<file path="src/ple_pkg.sv">
// ----------------------------------------------------------------------------
// ple_pkg
// Shared widths, command and status codes, and the control structs that the
// positional list engine hands to its row of storage cells.
// ----------------------------------------------------------------------------
`default_nettype none

package ple_pkg;

   // list capacity and derived widths
   localparam int DEPTH  = 64;
   localparam int IDX_W  = $clog2(DEPTH);
   localparam int CNT_W  = $clog2(DEPTH + 1);

   // beat field widths
   localparam int CMD_W    = 4;
   localparam int VALUE_W  = 32;
   localparam int POS_W    = 7;
   localparam int STATUS_W = 2;
   localparam int FOUND_W  = 6;
   localparam int COUNT_W  = 7;

   // width that holds any slot, position or count for compares
   localparam int SLOT_W = (CNT_W > POS_W) ? CNT_W : POS_W;

   localparam int REQ_DATA_W = 48;
   localparam int RSP_DATA_W = 48;

   typedef enum logic [CMD_W-1:0] {
      CMD_INS_HEAD = 4'd0,
      CMD_INS_TAIL = 4'd1,
      CMD_INS_AT   = 4'd2,
      CMD_INS_ORD  = 4'd3,
      CMD_DEL_HEAD = 4'd4,
      CMD_DEL_TAIL = 4'd5,
      CMD_DEL_AT   = 4'd6,
      CMD_SEARCH   = 4'd7,
      CMD_CLEAR    = 4'd8
   } cmd_type;

   typedef enum logic [STATUS_W-1:0] {
      ST_OK   = 2'd0,
      ST_BAD  = 2'd1,
      ST_FULL = 2'd2,
      ST_MISS = 2'd3
   } status_type;

   // what a cell's flag means for the command in flight
   typedef enum logic [1:0] {
      KIND_NONE = 2'd0,
      KIND_EQ   = 2'd1,
      KIND_ORD  = 2'd2,
      KIND_SEL  = 2'd3
   } kind_type;

   // how a cell moves its entry on the update cycle
   typedef enum logic [1:0] {
      MODE_HOLD = 2'd0,
      MODE_INS  = 2'd1,
      MODE_DEL  = 2'd2
   } mode_type;

   typedef struct packed {
      kind_type             kind;
      logic [VALUE_W-1:0]   value;
      logic [CNT_W-1:0]     count;
      logic [SLOT_W-1:0]    sel;
   } cell_cmp_type;

   typedef struct packed {
      mode_type             mode;
      logic [SLOT_W-1:0]    slot;
      logic [VALUE_W-1:0]   value;
   } cell_upd_type;

endpackage

`default_nettype wire

</file>
<file path="src/ple_locate.sv">
// ----------------------------------------------------------------------------
// ple_locate
// Finds the lowest raised flag across the cell row: isolates it with a
// two's-complement and, then encodes the one-hot bit to an index.
// ----------------------------------------------------------------------------
`default_nettype none

module ple_locate (
   input  wire logic [ple_pkg::DEPTH-1:0]  flags,
   output logic                            any,
   output logic      [ple_pkg::IDX_W-1:0]  index
);
   import ple_pkg::*;

   logic [DEPTH-1:0] lowest;

   assign lowest = flags & (~flags + DEPTH'(1));
   assign any    = |flags;

   always_comb begin
      index = '0;
      for (int i = 0; i < DEPTH; i++) begin
         if (lowest[i]) begin
            index = index | IDX_W'(i);
         end
      end
   end

endmodule

`default_nettype wire

</file>
<file path="config.mk">
export PLATFORM = sky130hd
export DESIGN_NAME = ple_locate
export DESIGN_NICKNAME = d
export VERILOG_FILES = /design/src/ple_pkg.sv /design/src/ple_locate.sv
export SDC_FILE = /design/constraint.sdc
export NUM_CORES = 1
export LEC_CHECK = 0
export BUFFER_PORTS_ARGS = -buffer_cell sky130_fd_sc_hd__buf_2
export CAP_MARGIN = 25
export CORE_MARGIN = 5
export CORE_UTILIZATION = 45
export DETAILED_ROUTE_END_ITERATION = 8
export PLACE_DENSITY_LB_ADDON = 0.2
export SLEW_MARGIN = 20
export SYNTH_ARGS = -nofsm -noshare
export SYNTH_HDL_FRONTEND = slang
export SYNTH_SLANG_ARGS = --single-unit
</file>
<file path="constraint.sdc">
create_clock -name vclk -period 7.7
set_input_delay 0.77 -clock vclk [all_inputs]
set_output_delay 0.77 -clock vclk [all_outputs]
set_load 0.01 [all_outputs]
</file>
# Yosys cells after proc, flatten, opt, wreduce, memory -nomap -nowiden
# Index checks and enable logic that the tools add are counted.
[totals] out_inout_bits=7 regBits=0
[classes] bitwise=2 reduce_logical=1 n_mux=63 add_sub_neg=1
[op_table] op="6-bit two-way mux" count=32
[op_table] op="5-bit two-way mux" count=16
[op_table] op="64-bit by 1-bit adder with 64-bit output (second input constant)" count=1
[op_table] op="64-bit AND" count=1
[op_table] op="64-bit inverter" count=1
[op_table] op="64-bit OR reduction" count=1
[op_table] op="4-bit two-way mux" count=8
[op_table] op="3-bit two-way mux" count=4
[op_table] op="2-bit two-way mux" count=2
[op_table] op="1-bit two-way mux" count=1

# Longest topological paths before layout
[logic_depth] ltp_word=66 mapped_depth=9 depth_no_buf=7

# Worst setup path before layout
# OpenSTA, ideal clock, no wires.
[synth_timing] path_type="input -> output" from="in flags[11] (netlist name)" to="out index[2] (netlist name)" setup_slack_ns=3.866 arrival_ns=3.064 stages=8 cell_sequence="or4_4 -> or4b_1 -> buf_2 -> nor4_4 -> nand2_2 -> o32a_1 -> and2_0 -> nand4b_1"
[synth_via] elab_chain_len=55
[synth_rtl] item="from (decl)" line="ple_locate.sv:9" source="input wire logic [ple_pkg::DEPTH-1:0] flags,"
[synth_rtl] item="64-bit inverter (*)" line="ple_locate.sv:17" source="assign lowest = flags & (~flags + DEPTH'(1));"
[synth_rtl] item="64-bit by 1-bit adder with 64-bit output (*)" line="ple_locate.sv:17"
[synth_rtl] item="64-bit AND (*)" line="ple_locate.sv:17"
[synth_rtl] item="4-bit two-way mux (4 in series)" line="ple_locate.sv:23" source="if (lowest[i]) begin"
[synth_rtl] item="5-bit two-way mux (16 in series)" line="ple_locate.sv:23"
[synth_rtl] item="6-bit two-way mux (31 in series)" line="ple_locate.sv:23"
[synth_rtl] item="6-bit two-way mux (*)" line="ple_locate.sv:23"
[synth_rtl] item="to (decl)" line="ple_locate.sv:11" source="output logic [ple_pkg::IDX_W-1:0] index"
# Mark *: on every way between the ends. The rest lies on a longest branch, timed or not.

# Final worst setup path
[layout_timing] from="in flags[11] (netlist name)" to="out index[0] (netlist name)"
[layout_via] elab_chain_len=56
[layout_rtl] item="64-bit inverter" line="ple_locate.sv:17"
[layout_rtl] item="64-bit by 1-bit adder with 64-bit output" line="ple_locate.sv:17"
[layout_rtl] item="64-bit AND (*)" line="ple_locate.sv:17"
[layout_rtl] item="4-bit two-way mux (5 in series)" line="ple_locate.sv:23"
[layout_rtl] item="5-bit two-way mux (16 in series)" line="ple_locate.sv:23"
[layout_rtl] item="6-bit two-way mux (31 in series)" line="ple_locate.sv:23"
[layout_rtl] item="6-bit two-way mux (*)" line="ple_locate.sv:23"
# Marks and branches as above.

==> impl_metrics.env <==
export IMPL_pwr_density_cell_nw_per_um2=29.9
export IMPL_run_status="finished clean"
export IMPL_first_global_vias=1728
export IMPL_synth_cell_type_count=49
export IMPL_nNetsFinal=339
export IMPL_register_area_um2=0
export IMPL_post_cts_buffers=0
export IMPL_synth_area_per_cell_um2=6.01
export IMPL_wire_length_per_cell_after_detailed_routing_um=15.7
export IMPL_fp_dieArea_um2=3900
export IMPL_grt_overflow_total=0
export IMPL_final_hold_violation_count=0
export IMPL_layout_common_cells="71 x buf_2, 32 x nor2_1, 20 x nor3_1"
export IMPL_floorplan_rows=19
export IMPL_detailedPlace_worstSlack_ns=3.14
export IMPL_timing_max_cap_violations=0
export IMPL_drc=0
export IMPL_antenna_cells_inserted=0
export IMPL_netlist_instances=206
export IMPL_most_common_cell_after_layout_fill_and_taps_aside="buf_2"
export IMPL_routed_via_count=1959
export IMPL_timing_fmax_mhz=216
export IMPL_routed_wirelength_mm=4.78
export IMPL_chip_width_um=62.4
export IMPL_power_ir_vdd_worst_mv=0.0192
export IMPL_finalSetupTns_ns=0
export IMPL_min_delay_path_class="in2out"
export IMPL_final_fill_count=290
export IMPL_slew_viol_final=0
export IMPL_global_route_usage_total_pct=22.5
export IMPL_cp_start_kind="primary input"
export IMPL_place_detailed_hpwl_mm=4.09
export IMPL_timing_setup_critical_path_class="in2out"
export IMPL_area_delta_synth_final_pct=30.2
export IMPL_timing_critical_path_fanout_max=14
export IMPL_place_congestion=1.00
export IMPL_critPathArrivalTime_ns=3.85
export IMPL_synth_warnings=0
export IMPL_drt_first_pass_iters=4
export IMPL_final_setup_worst_slack_ns=3.08
export IMPL_max_transition_margin_pct=45.3
export IMPL_worstMarginPinSlew_ns=0.812
export IMPL_setup_viol=0
export IMPL_synth_sequential_area_ratio_pct=0
export IMPL_nClkBuffers=0
export IMPL_final_min_clock_period_ns=4.62
export IMPL_antenna_violating_nets_post_route=0
export IMPL_post_route_cells_drive_above_1_share_pct=27.8
export IMPL_port_buffer_count=71
export IMPL_antenna_found_initial=0
export IMPL_numSequentialCells=0
export IMPL_i_o_pin_count=71
export IMPL_die_height_um=62.4
export IMPL_post_cts_resized=0
export IMPL_drt_first_iter_violations=138
export IMPL_synth_net_count=270
export IMPL_critPathRequiredTime_ns=6.93
export IMPL_mappedNetlistArea_um2=1240
export IMPL_cts_hold_repair_buffers=0
export IMPL_endpoint_kind="output pin"
export IMPL_wire_length_of_the_first_global_routing_pass_mm=7.71
export IMPL_leakage_nw=0.632
export IMPL_core_area_um2=2690
export IMPL_routed_via_density=6.44
export IMPL_rsz0062_at_grt="no"
export IMPL_initial_utilization_pct=46.1
export IMPL_final_period_utilization_pct=60.0
export IMPL_grt_start_max_net_pins=15
[cell families (layout without fill, tap and decap cells)]
logic type | Yosys count | after routing | synth area share (%)
and+or+nand+nor | 141 | 141 | 64.3
buffers and inverters | 11 | 78 | 3.74
AOI/OAI and AO/OA | 54 | 54 | 32.0
[synth_stat cells, types with 2 or more instances]
library cell  count  area, µm²
nand3_1           9       45.0
a32o_1            2       20.0
nor3_1           20        100
o311a_1           2       20.0
nor4b_1           3       26.3
o21a_1            2       15.0
a2111oi_0         2       17.5
o2111a_1          2       22.5
nor3b_1           5       37.5
inv_1             7       26.3
clkbuf_1          2       7.51
nand4_1          11       68.8
o32ai_1           2       17.5
nand2_1          14       52.6
a31oi_1           4       25.0
o21ai_0           7       35.0
a32oi_1           2       17.5
o31ai_1           2       15.0
a211oi_1          3       22.5
o21bai_1          2       15.0
or3_1             7       43.8
a21oi_1          13       65.1
and2_1            4       25.0
nor2_1           32        120
nor4_1           14       87.6
nand4b_1          7       61.3
nor2b_1           4       25.0
[final timing paths]
kind	to	slack [ns]	startpoint	cells after the start
setup / recovery	index[0]	3.08	flags[11]	9
hold / removal	any	1.86	flags[63]	4
[per-layer routing]
layer	GRT usage [%]	vias to the layer above	share of wire, %
li1	-	979	-
met1	28.8	876	42
met2	39.4	94	47
met3	3.24	10	8.3
met4	5.04	0	2.1
met5	0	-	0
[layout make-up]
type / instances / area, µm² / share of cell area (%)
multi-input combinational: 195 / 1190 / 73.9
timing repair buffer: 71 / 355 / 22.0
tap: 31 / 38.8 / 2.41
inverter: 7 / 26.3 / 1.63
[critical path, stage by stage]
cell and delay, ns:
buf_2 0.11, or4_4 0.56, or4b_1 0.68, nor4_4 0.70
nand2_2 0.20, a2111oi_0 0.49, nor4b_1 0.13, nand4_1 0.09
buf_2 0.13
[through the flow]
step	hold WS (ns)	power, W	instances	utilization, %	instance area, µm²
after floorplan	1.68	0.0000171	206	-	1240
after global placement	1.86	0.0000469	304	60.0	1610
after detailed placement	1.86	0.0000471	304	60.0	1610
after CTS	1.86	0.0000473	304	60.0	1610
after global routing	1.90	0.0000532	304	60.0	1610
final	1.86	0.0000482	304	60.0	1610
[power by group]
group / internal, W / switching, W
registers: 0 / 0
logic: 0.0000209 / 0.0000273
clock network: 0 / 0
total: 0.0000209 / 0.0000273
Power figures use the tool's default switching activity.
