[config.mk]
export PLATFORM = sky130hd
export DESIGN_NAME = ple_cell
export DESIGN_NICKNAME = d
export VERILOG_FILES = /design/src/ple_pkg.sv /design/src/ple_cell.sv
export SDC_FILE = /design/constraint.sdc
export NUM_CORES = 1
export LEC_CHECK = 0
export BUFFER_PORTS_ARGS = -buffer_cell sky130_fd_sc_hd__buf_4
export CAP_MARGIN = 25
export CORE_ASPECT_RATIO = 0.9
export CORE_MARGIN = 1.5
export CORE_UTILIZATION = 39
export DETAILED_ROUTE_END_ITERATION = 10
export GPL_ROUTABILITY_DRIVEN = 0
export MAX_ROUTING_LAYER = met4
export PLACE_DENSITY_LB_ADDON = 0.05
export SYNTH_ARGS = -nofsm -noshare
export SYNTH_HDL_FRONTEND = slang
export SYNTH_SLANG_ARGS = --single-unit
[constraint.sdc]
create_clock -name clock -period 2.15 [get_ports clock]
set_input_delay 0.1075 -clock clock [delete_from_list [all_inputs] [get_ports clock]]
set_output_delay 0.1075 -clock clock [all_outputs]
set_load 0.005 [all_outputs]
[src/ple_pkg.sv]
// ----------------------------------------------------------------------------
// ple_pkg
// Shared widths, command and status codes, and the control structs that the
// positional list engine hands to its row of storage cells.
// ----------------------------------------------------------------------------
`default_nettype none

package ple_pkg;

   // list capacity and derived widths
   localparam int DEPTH  = 64;
   localparam int IDX_W  = $clog2(DEPTH);
   localparam int CNT_W  = $clog2(DEPTH + 1);

   // beat field widths
   localparam int CMD_W    = 4;
   localparam int VALUE_W  = 32;
   localparam int POS_W    = 7;
   localparam int STATUS_W = 2;
   localparam int FOUND_W  = 6;
   localparam int COUNT_W  = 7;

   // width that holds any slot, position or count for compares
   localparam int SLOT_W = (CNT_W > POS_W) ? CNT_W : POS_W;

   localparam int REQ_DATA_W = 48;
   localparam int RSP_DATA_W = 48;

   typedef enum logic [CMD_W-1:0] {
      CMD_INS_HEAD = 4'd0,
      CMD_INS_TAIL = 4'd1,
      CMD_INS_AT   = 4'd2,
      CMD_INS_ORD  = 4'd3,
      CMD_DEL_HEAD = 4'd4,
      CMD_DEL_TAIL = 4'd5,
      CMD_DEL_AT   = 4'd6,
      CMD_SEARCH   = 4'd7,
      CMD_CLEAR    = 4'd8
   } cmd_type;

   typedef enum logic [STATUS_W-1:0] {
      ST_OK   = 2'd0,
      ST_BAD  = 2'd1,
      ST_FULL = 2'd2,
      ST_MISS = 2'd3
   } status_type;

   // what a cell's flag means for the command in flight
   typedef enum logic [1:0] {
      KIND_NONE = 2'd0,
      KIND_EQ   = 2'd1,
      KIND_ORD  = 2'd2,
      KIND_SEL  = 2'd3
   } kind_type;

   // how a cell moves its entry on the update cycle
   typedef enum logic [1:0] {
      MODE_HOLD = 2'd0,
      MODE_INS  = 2'd1,
      MODE_DEL  = 2'd2
   } mode_type;

   typedef struct packed {
      kind_type             kind;
      logic [VALUE_W-1:0]   value;
      logic [CNT_W-1:0]     count;
      logic [SLOT_W-1:0]    sel;
   } cell_cmp_type;

   typedef struct packed {
      mode_type             mode;
      logic [SLOT_W-1:0]    slot;
      logic [VALUE_W-1:0]   value;
   } cell_upd_type;

endpackage

`default_nettype wire

[src/ple_cell.sv]
// ----------------------------------------------------------------------------
// ple_cell
// One list slot: holds an entry, raises a match flag on the compare cycle and
// takes its neighbor's entry on the update cycle.
// ----------------------------------------------------------------------------
`default_nettype none

module ple_cell (
   input  wire logic                         clock,
   input  wire logic [ple_pkg::IDX_W-1:0]    cell_index,
   input  wire logic                         cmp_en,
   input  wire ple_pkg::cell_cmp_type        cmp,
   input  wire ple_pkg::cell_upd_type        upd,
   input  wire logic [ple_pkg::VALUE_W-1:0]  left_entry,
   input  wire logic [ple_pkg::VALUE_W-1:0]  right_entry,
   output logic      [ple_pkg::VALUE_W-1:0]  entry,
   output logic                              flag
);
   import ple_pkg::*;

   logic [VALUE_W-1:0] entry_ff, entry_in;
   logic               flag_ff, flag_in;
   logic [SLOT_W-1:0]  my_slot;
   logic               live;

   assign my_slot = SLOT_W'(cell_index);
   assign live    = my_slot < SLOT_W'(cmp.count);

   always_comb begin
      case (cmp.kind)
         KIND_EQ:  flag_in = live && (entry_ff == cmp.value);
         KIND_ORD: begin
            // head takes the value in front only when strictly greater
            if (my_slot == '0) begin
               flag_in = live && ($signed(cmp.value) < $signed(entry_ff));
            end else begin
               flag_in = live && !($signed(entry_ff) < $signed(cmp.value));
            end
         end
         KIND_SEL: flag_in = (my_slot == cmp.sel);
         default:  flag_in = 1'b0;
      endcase
   end

   always_comb begin
      unique case (upd.mode)
         MODE_INS: begin
            if (my_slot > upd.slot) begin
               entry_in = left_entry;
            end else if (my_slot == upd.slot) begin
               entry_in = upd.value;
            end else begin
               entry_in = entry_ff;
            end
         end
         MODE_DEL: entry_in = (my_slot >= upd.slot) ? right_entry : entry_ff;
         default:  entry_in = entry_ff;
      endcase
   end

   always_ff @(posedge clock) begin
      entry_ff <= entry_in;
      if (cmp_en) begin
         flag_ff <= flag_in;
      end
   end

   assign entry = entry_ff;
   assign flag  = flag_ff;

endmodule

`default_nettype wire

Yosys cells after proc, flatten, opt, wreduce, memory -nomap -nowiden

Index checks and enable logic that the tools add are counted.

Register bits after elaboration: 33
Input bits: 161
Output and inout port bits: 33
Word-level logic and storage cells: 30

Magnitude comparators: 5
Equality and inequality tests: 10
Muxes and demuxes: 6
Reduce and logical (&&, ||, !) cells: 7

Operators with widths:

| cell                 | count |
|---|---|
| $mux W32             | 3 |
| $lt A32 B32 Y1       | 2 |
| $pmux W32 S2         | 1 |
| $eq A32 B32 Y1       | 1 |
| $eq A6 B7 Y1         | 2 |
| $ge A6 B7 Y1         | 1 |
| $gt A6 B7 Y1         | 1 |
| $logic_not A7 Y1     | 1 |
| $lt A6 B7 Y1         | 1 |
| $eq A2 B2 Y1 const B | 3 |
| $eq A2 B1 Y1 const B | 2 |
| $logic_and A1 B1 Y1  | 3 |
| $ne A3 B3 Y1 const B | 1 |
| $pmux W1 S3          | 1 |
| $reduce_and A3 Y1    | 1 |
| $ne A2 B2 Y1 const B | 1 |
| $reduce_bool A2 Y1   | 1 |
| $logic_not A1 Y1     | 1 |
| $mux W1              | 1 |

Depth between registers and ports, before layout

Gate-level depths: netlist (run 1).

Depth in word-level cells: 5
Mapped depth: 10
Gate-level depth less buffers: 9

Worst setup path before layout (run 1)

Ideal clock, no wire load.

Kind: input to register
Start point: input upd[37] in the netlist's numbering
End point: register entry_ff[0] (netlist: entry[0]) (enable)
Setup time: 391 ps
Arrival: 1703 ps
Data required time: 1759 ps
Setup slack: 56 ps
Cell stages on the path: 6
Buffers on the path: 0
Cells stage by stage: inv_1 > ha_1 > nand3_1 > o21bai_1 > a21oi_1 > o22a_1

Cells in the longest elaborated chain, start to end: 3
Elaborated cells between the ends (all ways): 6
Those cells by class: order compare: 2; eq/ne: 3; reduce/logical: 1

Ends and longest elaborated chain:

| item                                                   | RTL line       | RTL |
|---|---|---|
| from (decl)                                            | ple_cell.sv:13 | `input wire ple_pkg::cell_upd_type upd,` |
| $gt A6 B7 Y1, or another cell as far along             | ple_cell.sv:48 | `if (my_slot > upd.slot) begin` |
| $ne A3 B3 Y1 (no line) or $ne A2 B2 Y1 (tied branches) | n/a            |  |
| $reduce_and A3 Y1 (no line) (*)                        | n/a            |  |
| to (signal assigned)                                   | ple_cell.sv:62 | `entry_ff <= entry_in;` |
| to (decl)                                              | ple_cell.sv:21 | `logic [VALUE_W-1:0] entry_ff, entry_in;` |

Every way passes the cells marked *; elsewhere a longest branch is shown, timed or not.
A chain may end at the register's enable or synchronous reset.

Worst setup path in the final report (run 1)

Start point: register entry_ff[11] (netlist: entry[11])
End point: register flag_ff (netlist: flag), data pin

Cells in the longest elaborated chain, start to end: 5
Elaborated cells between the ends (all ways): 9
Those cells by class: order compare: 2; eq/ne: 1; mux: 2; reduce/logical: 4

Ends and longest elaborated chain:

| item                 | RTL line       | RTL |
|---|---|---|
| $lt A32 B32 Y1       | ple_cell.sv:37 | `flag_in = live && !($signed(entry_ff) < $signed(cmp.value));` |
| $logic_not A1 Y1     | ple_cell.sv:37 |  |
| $logic_and A1 B1 Y1  | ple_cell.sv:37 |  |
| $mux W1              | ple_cell.sv:34 | `if (my_slot == '0) begin` |
| $pmux W1 S3 (*)      | ple_cell.sv:30 | `case (cmp.kind)` |
| named net flag_in    | ple_cell.sv:22 | `logic flag_ff, flag_in;` |
| to (signal assigned) | ple_cell.sv:64 | `flag_ff <= flag_in;` |
| to (decl)            | ple_cell.sv:22 |  |

Mark *: on every way through the listed nets, which the timed path passes. The rest lies on a longest branch.

==> flow_metrics.tcl, run 1 <==
set metrics [dict create \
    synthTopCellsByArea "edfxtp_1, ha_1, mux2i_1" \
    synth_seq_cells 33 \
    ant_nets 0 \
    synth_top_area_share_pct 33.6 \
    grt_pass1_wl_um 13100 \
    root_buffer "clkbuf_8" \
    fin_crit_ns 2.16 \
    grt_max_degree 35 \
    skew_ns 0.00467 \
    period_share_pct 100 \
    clk_latency_ns 0.28 \
    cts_made_buffers 5 \
    initialDrtViolationCount 92 \
    critical-path-slowest-cell "edfxtp_1" \
    portBuffers 193 \
    syn2layout_area_growth_pct 63.3 \
    slew_viol_final 0 \
    worst-setup-path-type "reg2reg" \
    cp.arrival_ns 2.19 \
    endpoint_kind "flip-flop" \
    relSlewSlack_pct 53.3 \
    hold_buffers 0 \
    ys_types 37 \
    yosys.area.top_type "edfxtp_1" \
    fp-row-count 29 \
    nets 732 \
    holdWs_ns 0.0223 \
    tritoncts "done" \
    gr-total-overflow 0 \
    drive_above_1_share_pct 43.7 \
    die_area_um2 8080 \
    path_clk_slew_ns 0.07 \
    drc 0 \
    grt_antenna_before_repair 0 \
    dr_total_vias 2979 \
    cp_cell_sequence "ha_4, nand4_1, nor4_4, a21boi_2, o31ai_2, o211ai_1, xor2_1, o21ai_1" \
    wl_per_cell_um 13.7 \
    cts_buffer_depth 2 \
    start_util_pct 41.0 \
    hpwl_um 7030 \
    outcome "finished with violations" \
    final.fill_count 616 \
    maxCapViolations 0 \
    finalHoldViolCount 0 \
    die_h_um 85.4 \
    timing.setup.tns_ns -0.00819 \
    crit_fanout 3 \
    synth_nets 524 \
    routed_wl_um 8460 \
    setup_viol 1 \
    synth_edf_count 33 \
    synth_ff_type "edfxtp_1" \
    die_x_um 94.6 \
    synth_common_cells "ha_1, inv_1, nand2_1, edfxtp_1, mux2i_1" \
    via_per_inst 4.81 \
    worstPathRequired_ns 2.18 \
    final-seq-area_um2 991 \
    dr.pass1.iters 4 \
    ys_warn_count 0 \
    rsz0062_at_grt "true" \
    syn_area_um2 2950 \
    start_kind "flip-flop" \
    p_leak_uw 0.00254 \
    h-tree-depth 2 \
    core-area_um2 7180 \
    async_reset_ff_share_pct 0 \
    grt_usage_pct 21.5 \
    numClockSinks 33 \
    hold_path.class "in2reg" \
    pin_count 194 \
    slowest_delay_ns 0.44 \
    final.setup.worst_slack_ns -0.00819 \
    powerDensity_nw_per_um2 436 \
    rrSetupSlack_ns -0.008 \
    ys_seq_area_share_pct 33.6 \
    grt_pass1_vias 2970 \
    syn_inst 317 \
    dp_slack_ns -0.196 \
    multiInputGateArea_um2 1820 \
    violations "negative setup slack" \
    tightest_slew_ns 0.683 \
    avgSynthCellArea_um2 9.29 \
    num_antenna_cells 0 \
    max-vdd-ir-drop_uv 282 \
    max_freq_mhz 463 \
]
[cell type report]
type / instances / area share [%]
Multi-Input combinational cell: 228 / 37.7
Tap cell: 93 / 2.42
Sequential cell: 33 / 20.6
Timing Repair Buffer: 211 / 33.4
Inverter: 46 / 3.59
Clock buffer: 6 / 1.51
Clock inverter: 2 / 0.702
[final timing paths]
path	start	to	depth (start not counted)
worst max-delay path	entry[11]	flag	8
worst min-delay path	cmp_en	flag	1
worst max register to register	entry[11]	flag	8
worst min register to register	entry[31]	flag	4
[cell families (layout without fill, tap and decap cells)]
group | Yosys count | in the layout | synth area share, %
AO/OA/AOI/OAI | 71 | 71 | 14.4
XOR/XNOR | 7 | 7 | 2.08
adder cells (fa/ha/maj) | 46 | 46 | 19.5
buffers and inverters | 56 | 265 | 7.90
flip-flops | 33 | 33 | 33.6
multiplexers | 32 | 32 | 10.9
AND/OR/NAND/NOR | 72 | 72 | 11.6
[sequential cells by signal, indices dropped and copies added (netlist names)]
| register | count |
|---|---|
| entry | 32 |
| flag | 1 |
[per-stage QoR]
stage | power [uW] | cell area, um^2 | utilization [%] | instances
6_report | 2100 | 4810 | 67.0 | 619
5_1_grt | 2220 | 4810 | 67.0 | 619
4_1_cts | 2110 | 4780 | 66.6 | 619
3_5_place_dp | 1530 | 4600 | 64.1 | 608
3_3_place_gp | 1510 | 4600 | 64.1 | 608
2_1_floorplan | 1120 | 2950 | - | 317
[layout by cell type, fill, tap and decap left out, types with 4 or more instances in the layout]
cell and n:
nand4_1 4, mux2i_1 32, inv_1 46, o21ai_0 30, nand3_1 5, nand2_1 38, clkbuf_8 5, xor2_1 4
edfxtp_1 33, and4_1 4, a21oi_1 14, ha_4 4, a21o_1 5, o21ai_1 7, buf_4 209, nor2_1 7
ha_1 42
[critical path, delay by kind of cell, from the launching register on]
family / cells / cell delay [ns]
AOI/OAI and AO/OA: 4 / 0.50
adders and majority gates: 1 / 0.30
xor gates and xnor gates: 1 / 0.17
and+or+nand+nor: 2 / 0.50
DFF: 1 / 0.44
[repair_timing]
| action | in CTS | in global routing |
|---|---|---|
| pin swaps | 5 | 3 |
| setup buffers | 3 | 0 |
| endpoints found under the hold margin | 0 | 0 |
| cloned | 0 | 0 |
| gates resized for setup | 7 | 4 |
| setup endpoints to repair | 1 | 1 |
[layer usage]
metal | routed length (um) | track usage [%] | vias to the layer above
li1 | - | - | 1538
met1 | 3530 | 25.6 | 1310
met2 | 4190 | 36.5 | 124
met3 | 664 | 5.11 | 7
met4 | 74 | 4.75 | 0
met5 | 0 | - | -
[report_power, final]
group	switching, uW	total (uW)	internal (uW)
Clock	225	567	342
Sequential	25.7	797	771
Combinational	297	732	435
No activity file was read; power rests on OpenSTA's default activity.
==> run 2: changes to the inputs <==
==> constraint.sdc (replaced) <==
create_clock -name clock -period 2.15 [get_ports clock]
set_input_delay 0.215 -clock clock [delete_from_list [all_inputs] [get_ports clock]]
set_output_delay 0.215 -clock clock [all_outputs]
set_load 0.005 [all_outputs]
==> flow_metrics.tcl, run 2 (synthesized netlist as in run 1, its figures left out) <==
set metrics [dict create \
    outcome "finished with violations" \
    violations "negative setup slack" \
    slew_viol_final 0 \
    final_common_cell "buf_4" \
    rsz0062_at_grt "true" \
    tightest_slew_ns 0.563 \
    setup_viol 1 \
    root_buffer "clkbuf_8" \
    holdWs_ns 0.140 \
    powerDensity_nw_per_um2 435 \
    wl_per_cell_um 13.9 \
    die_x_um 94.6 \
    pin_count 194 \
    max-vdd-ir-drop_uv 282 \
    largest_reg_flops 32 \
    dr.pass1.iters 4 \
    hold_path.class "in2reg" \
    dp.cells 615 \
    endpoint_kind "flip-flop" \
    cp.arrival_ns 2.19 \
    worst-setup-path-type "reg2reg" \
    maxCapViolations 0 \
    num_antenna_cells 0 \
    skew_ns 0.00506 \
    routed_wl_um 8720 \
    rrSetupSlack_ns -0.01 \
    initialDrtViolationCount 71 \
    crit_fanout 3 \
    syn2layout_area_growth_pct 66.4 \
    fin_cells 629 \
    mostFrequentLayoutCells "buf_4, inv_1, ha_1, nand2_1, edfxtp_1" \
    die_h_um 85.4 \
    relSlewSlack_pct 62.4 \
    start_kind "flip-flop" \
    timing.setup.tns_ns -0.0130 \
    h-tree-depth 2 \
    p_leak_uw 0.00258 \
    grt_pass1_vias 3072 \
    cts_made_buffers 5 \
    grt_pass1_wl_um 13400 \
    final.fill_count 612 \
    r2r-start "entry[11]" \
    clk_latency_ns 0.28 \
    grt_max_degree 65 \
    cp-startpoint "entry[11]" \
    drc 0 \
    numClockSinks 33 \
    core-area_um2 7180 \
    timing.rr.end "flag" \
    grt_antenna_before_repair 0 \
    start_util_pct 41.0 \
    grt_usage_pct 21.9 \
    max_freq_mhz 462 \
    fp-row-count 29 \
    cts_buffer_depth 2 \
    utilization_pct 68.2 \
    hpwl_um 7210 \
    final.setup.worst_slack_ns -0.0130 \
    portBuffers 193 \
    fin_crit_ns 2.16 \
    dr_total_vias 3039 \
    period_share_pct 101 \
    rr_worst_depth 8 \
    gr-total-overflow 0 \
    via_per_inst 4.83 \
    finalHoldViolCount 0 \
    ant_nets 0 \
    die_area_um2 8080 \
    worstPathRequired_ns 2.18 \
    drive_above_1_share_pct 45.0 \
    nets 742 \
    path_clk_slew_ns 0.07 \
    endpoint "flag" \
    tritoncts "done" \
]
run 2: changes by cell type in the layout (fill, tap and decap cells not counted):
cell,change
buf_4,+9
buf_12,+1
clkbuf_1,-1
clkinvlp_4,+1
nor2_2,-1
nor2_1,+1
o22a_1,-1
o22a_2,+1
run 2: critical path, stage by stage, from the launching register on:
cell and delay [ns]:
edfxtp_1 0.45, ha_4 0.31, nand4_1 0.17, nor4_4 0.31
a21boi_2 0.23, o31ai_2 0.09, o211ai_1 0.11, xor2_1 0.17
o21ai_1 0.08
run 2: metrics by stage:
| stage | cell area [um^2] | worst slack (ns) | power [uW] |
|---|---|---|---|
| finish | 4900 | -0.0130 | 2130 |
| detailed placement | 4670 | -0.164 | 1540 |
| floorplan | 2950 | 0.121 | 1120 |
| global route | 4900 | -0.145 | 2260 |
| global placement | 4670 | -0.0498 | 1520 |
| CTS | 4870 | 0.00540 | 2140 |
run 2: per-layer routing:
metal  vias to the layer above  wire [um]  GRT usage [%]
met3                        13        727           5.02
met5                         -          0              -
li1                       1559          -              -
met2                       122       4430           39.7
met1                      1345       3450           23.9
met4                         0        114           5.56
run 2: cell type report:
class	count	area, um^2	share of cell area [%]
Inverter	46	173	3.52
Clock inverter	3	41.3	0.842
Clock buffer	5	68.8	1.40
Sequential cell	33	991	20.2
Multi-Input combinational cell	228	1810	37.0
Tap cell	93	116	2.37
Timing Repair Buffer	221	1700	34.6
run 2: how the worst min path moves through the flow:
stage,start,to,slack [ns],cells after the start
6_report,cmp_en,flag,0.14,1
5_1_grt,cmp_en,flag,0.13,1
4_1_cts,cmp_en,flag,0.13,1
3_5_place_dp,cmp_en,flag,0.43,1
3_3_place_gp,cmp_en,flag,0.42,1
2_1_floorplan,cmp_en,flag,0.33,0
run 2: what timing repair did:
| action | 4_1_cts | 5_1_grt |
|---|---|---|
| endpoints found under the hold margin | 0 | 0 |
| buffers inserted | 6 | 0 |
| hold buffers | 0 | 0 |
| pin swaps | 4 | 1 |
| gates resized for setup | 6 | 4 |
| setup endpoints to repair | 1 | 1 |
run 2: power breakdown:
part	leakage, uW	switching, uW	internal [uW]	total, uW
clock network	0.0000518	232	341	573
logic	0.00223	305	455	760
registers	0.000297	26.4	771	797
==> run 3: changes to the inputs <==
Settings changed: CORE_ASPECT_RATIO 0.9 to 1.2.
==> flow_metrics.tcl, run 3 (synthesized netlist as in run 1, its figures left out) <==
set metrics [dict create \
    rrSetupSlack_ns 0.03 \
    cts_made_buffers 5 \
    slew_viol_final 0 \
    stdcell_area_um2 4890 \
    dp.cells 609 \
    crit_fanout 2 \
    whs_path_depth 1 \
    cp_cell_sequence "ha_1, nand4_1, nor2_1, a221o_1, o31ai_2, o211ai_1, xor2_1, o21ai_1" \
    h-tree-depth 2 \
    r2r-start "entry[10]" \
    slowest_delay_ns 0.41 \
    routed_wl_um 8620 \
    core-area_um2 7270 \
    setup_viol 0 \
    powerDensity_nw_per_um2 412 \
    p_leak_uw 0.00256 \
    endpoint_kind "flip-flop" \
    place_area_um2 4660 \
    outcome "finished, final reports clean" \
    min-delay-start "cmp_en" \
    rr_worst_depth 8 \
    cp.arrival_ns 2.16 \
    hpwl_um 7030 \
    final_common_cell "buf_4" \
    fp-row-count 34 \
    timing.rr.end "flag" \
    initialDrtViolationCount 45 \
    clk_latency_ns 0.29 \
    nets 739 \
    largest_reg_flops 32 \
    pin_count 194 \
    drc 0 \
    mostFrequentLayoutCells "buf_4, inv_1, ha_1, nand2_1, edfxtp_1" \
    relSlewSlack_pct 59.4 \
    start_util_pct 40.5 \
    maxCapViolations 0 \
    drive_above_1_share_pct 45.3 \
    period_share_pct 98.8 \
    finalHoldViolCount 0 \
    num_antenna_cells 0 \
    path_clk_slew_ns 0.07 \
    die_h_um 98.2 \
    dr.pass1.iters 4 \
    max_freq_mhz 471 \
    portBuffers 193 \
    tritoncts "done" \
    syn2layout_area_growth_pct 66.0 \
    die_area_um2 8080 \
    grt_usage_pct 21.6 \
    grt_pass1_wl_um 13200 \
    cts_buffer_depth 2 \
    grt_max_degree 39 \
    worst-setup-path-type "reg2reg" \
    skew_ns 0.00651 \
    max-vdd-ir-drop_uv 274 \
    ant_nets 0 \
    grt_antenna_before_repair 0 \
    die_x_um 82.3 \
    wl_per_cell_um 13.9 \
    utilization_pct 67.2 \
    root_buffer "clkbuf_8" \
    critical-path-slowest-cell "edfxtp_1" \
    numClockSinks 33 \
    holdPathEnd "flag" \
    hold_path.class "in2reg" \
    gr-total-overflow 0 \
    rsz0062_at_grt "true" \
    grt_pass1_vias 3073 \
    worstPathRequired_ns 2.18 \
    tightest_slew_ns 0.594 \
    start_kind "flip-flop" \
    fin_crit_ns 2.12 \
    fin_cells 622 \
    dr_total_vias 3053 \
    via_per_inst 4.91 \
]
==> run 3: cell types whose count changed in the layout (fill, tap and decap cells not counted) <==
cell,previous run,this run
a21oi_1,14,12
a21oi_2,1,3
buf_12,3,4
buf_4,218,214
bufinv_16,1,0
ha_1,42,40
ha_4,4,6
==> run 3: where the power goes <==
group          leakage (uW)  switching, uW  internal [uW]  total [uW]
sequential         0.000297           28.3            771         799
clock             0.0000377            240            218         457
combinational       0.00223            303            456         758
==> run 3: stage by stage <==
step	power (uW)	worst slack, ns	setup TNS [ns]	hold slack, ns
after floorplan	1120	0.121	0	0.327
after global placement	1520	-0.0517	-0.0517	0.413
after detailed placement	1540	-0.135	-0.135	0.419
after CTS	2020	-0.00645	-0.00645	0.123
after global routing	2140	-0.0940	-0.0940	0.119
final	2020	0.0264	0	0.130
==> run 3: layout make-up <==
type / count / area (um^2)
Multi-Input combinational cell: 228 / 1850
Tap cell: 90 / 113
Inverter: 46 / 173
Clock inverter: 2 / 11.3
Clock buffer: 5 / 68.8
Fill cell: 655 / 2380
Timing Repair Buffer: 218 / 1690
Sequential cell: 33 / 991
==> run 3: critical path, delay by kind of cell, from the launching register on <==
kind | cells | cell delay [ns]
xor+xnor | 1 | 0.15
fa+ha+maj | 1 | 0.32
flops | 1 | 0.41
compound gates | 4 | 0.75
simple gates | 2 | 0.24
==> run 3: worst max-delay path by stage <==
stage               startpoint    to  slack (ns)  depth (start not counted)
floorplan            entry[14]  flag        0.12                          8
global placement     entry[14]  flag       -0.05                          8
detailed placement   entry[14]  flag       -0.14                          8
CTS                   entry[5]  flag      -0.006                          8
global route         entry[12]  flag       -0.09                          8
finish               entry[10]  flag        0.03                          8
==> run 3: layer usage <==
| layer | part of all wire [%] | GRT usage (%) | vias up |
|---|---|---|---|
| met3 | 7.7 | 4.77 | 11 |
| met4 | 1.7 | 6.39 | 0 |
| met1 | 36 | 22.2 | 1376 |
| li1 | - | - | 1555 |
| met2 | 54 | 39.5 | 111 |
| met5 | 0 | - | - |
==> run 3: repair_timing <==
item,4_1_cts,5_1_grt
pin swaps,10,8
buffers inserted,2,4
setup endpoints to repair,1,1
hold buffers,0,0
hold endpoints to repair,0,0
resized for setup,6,8
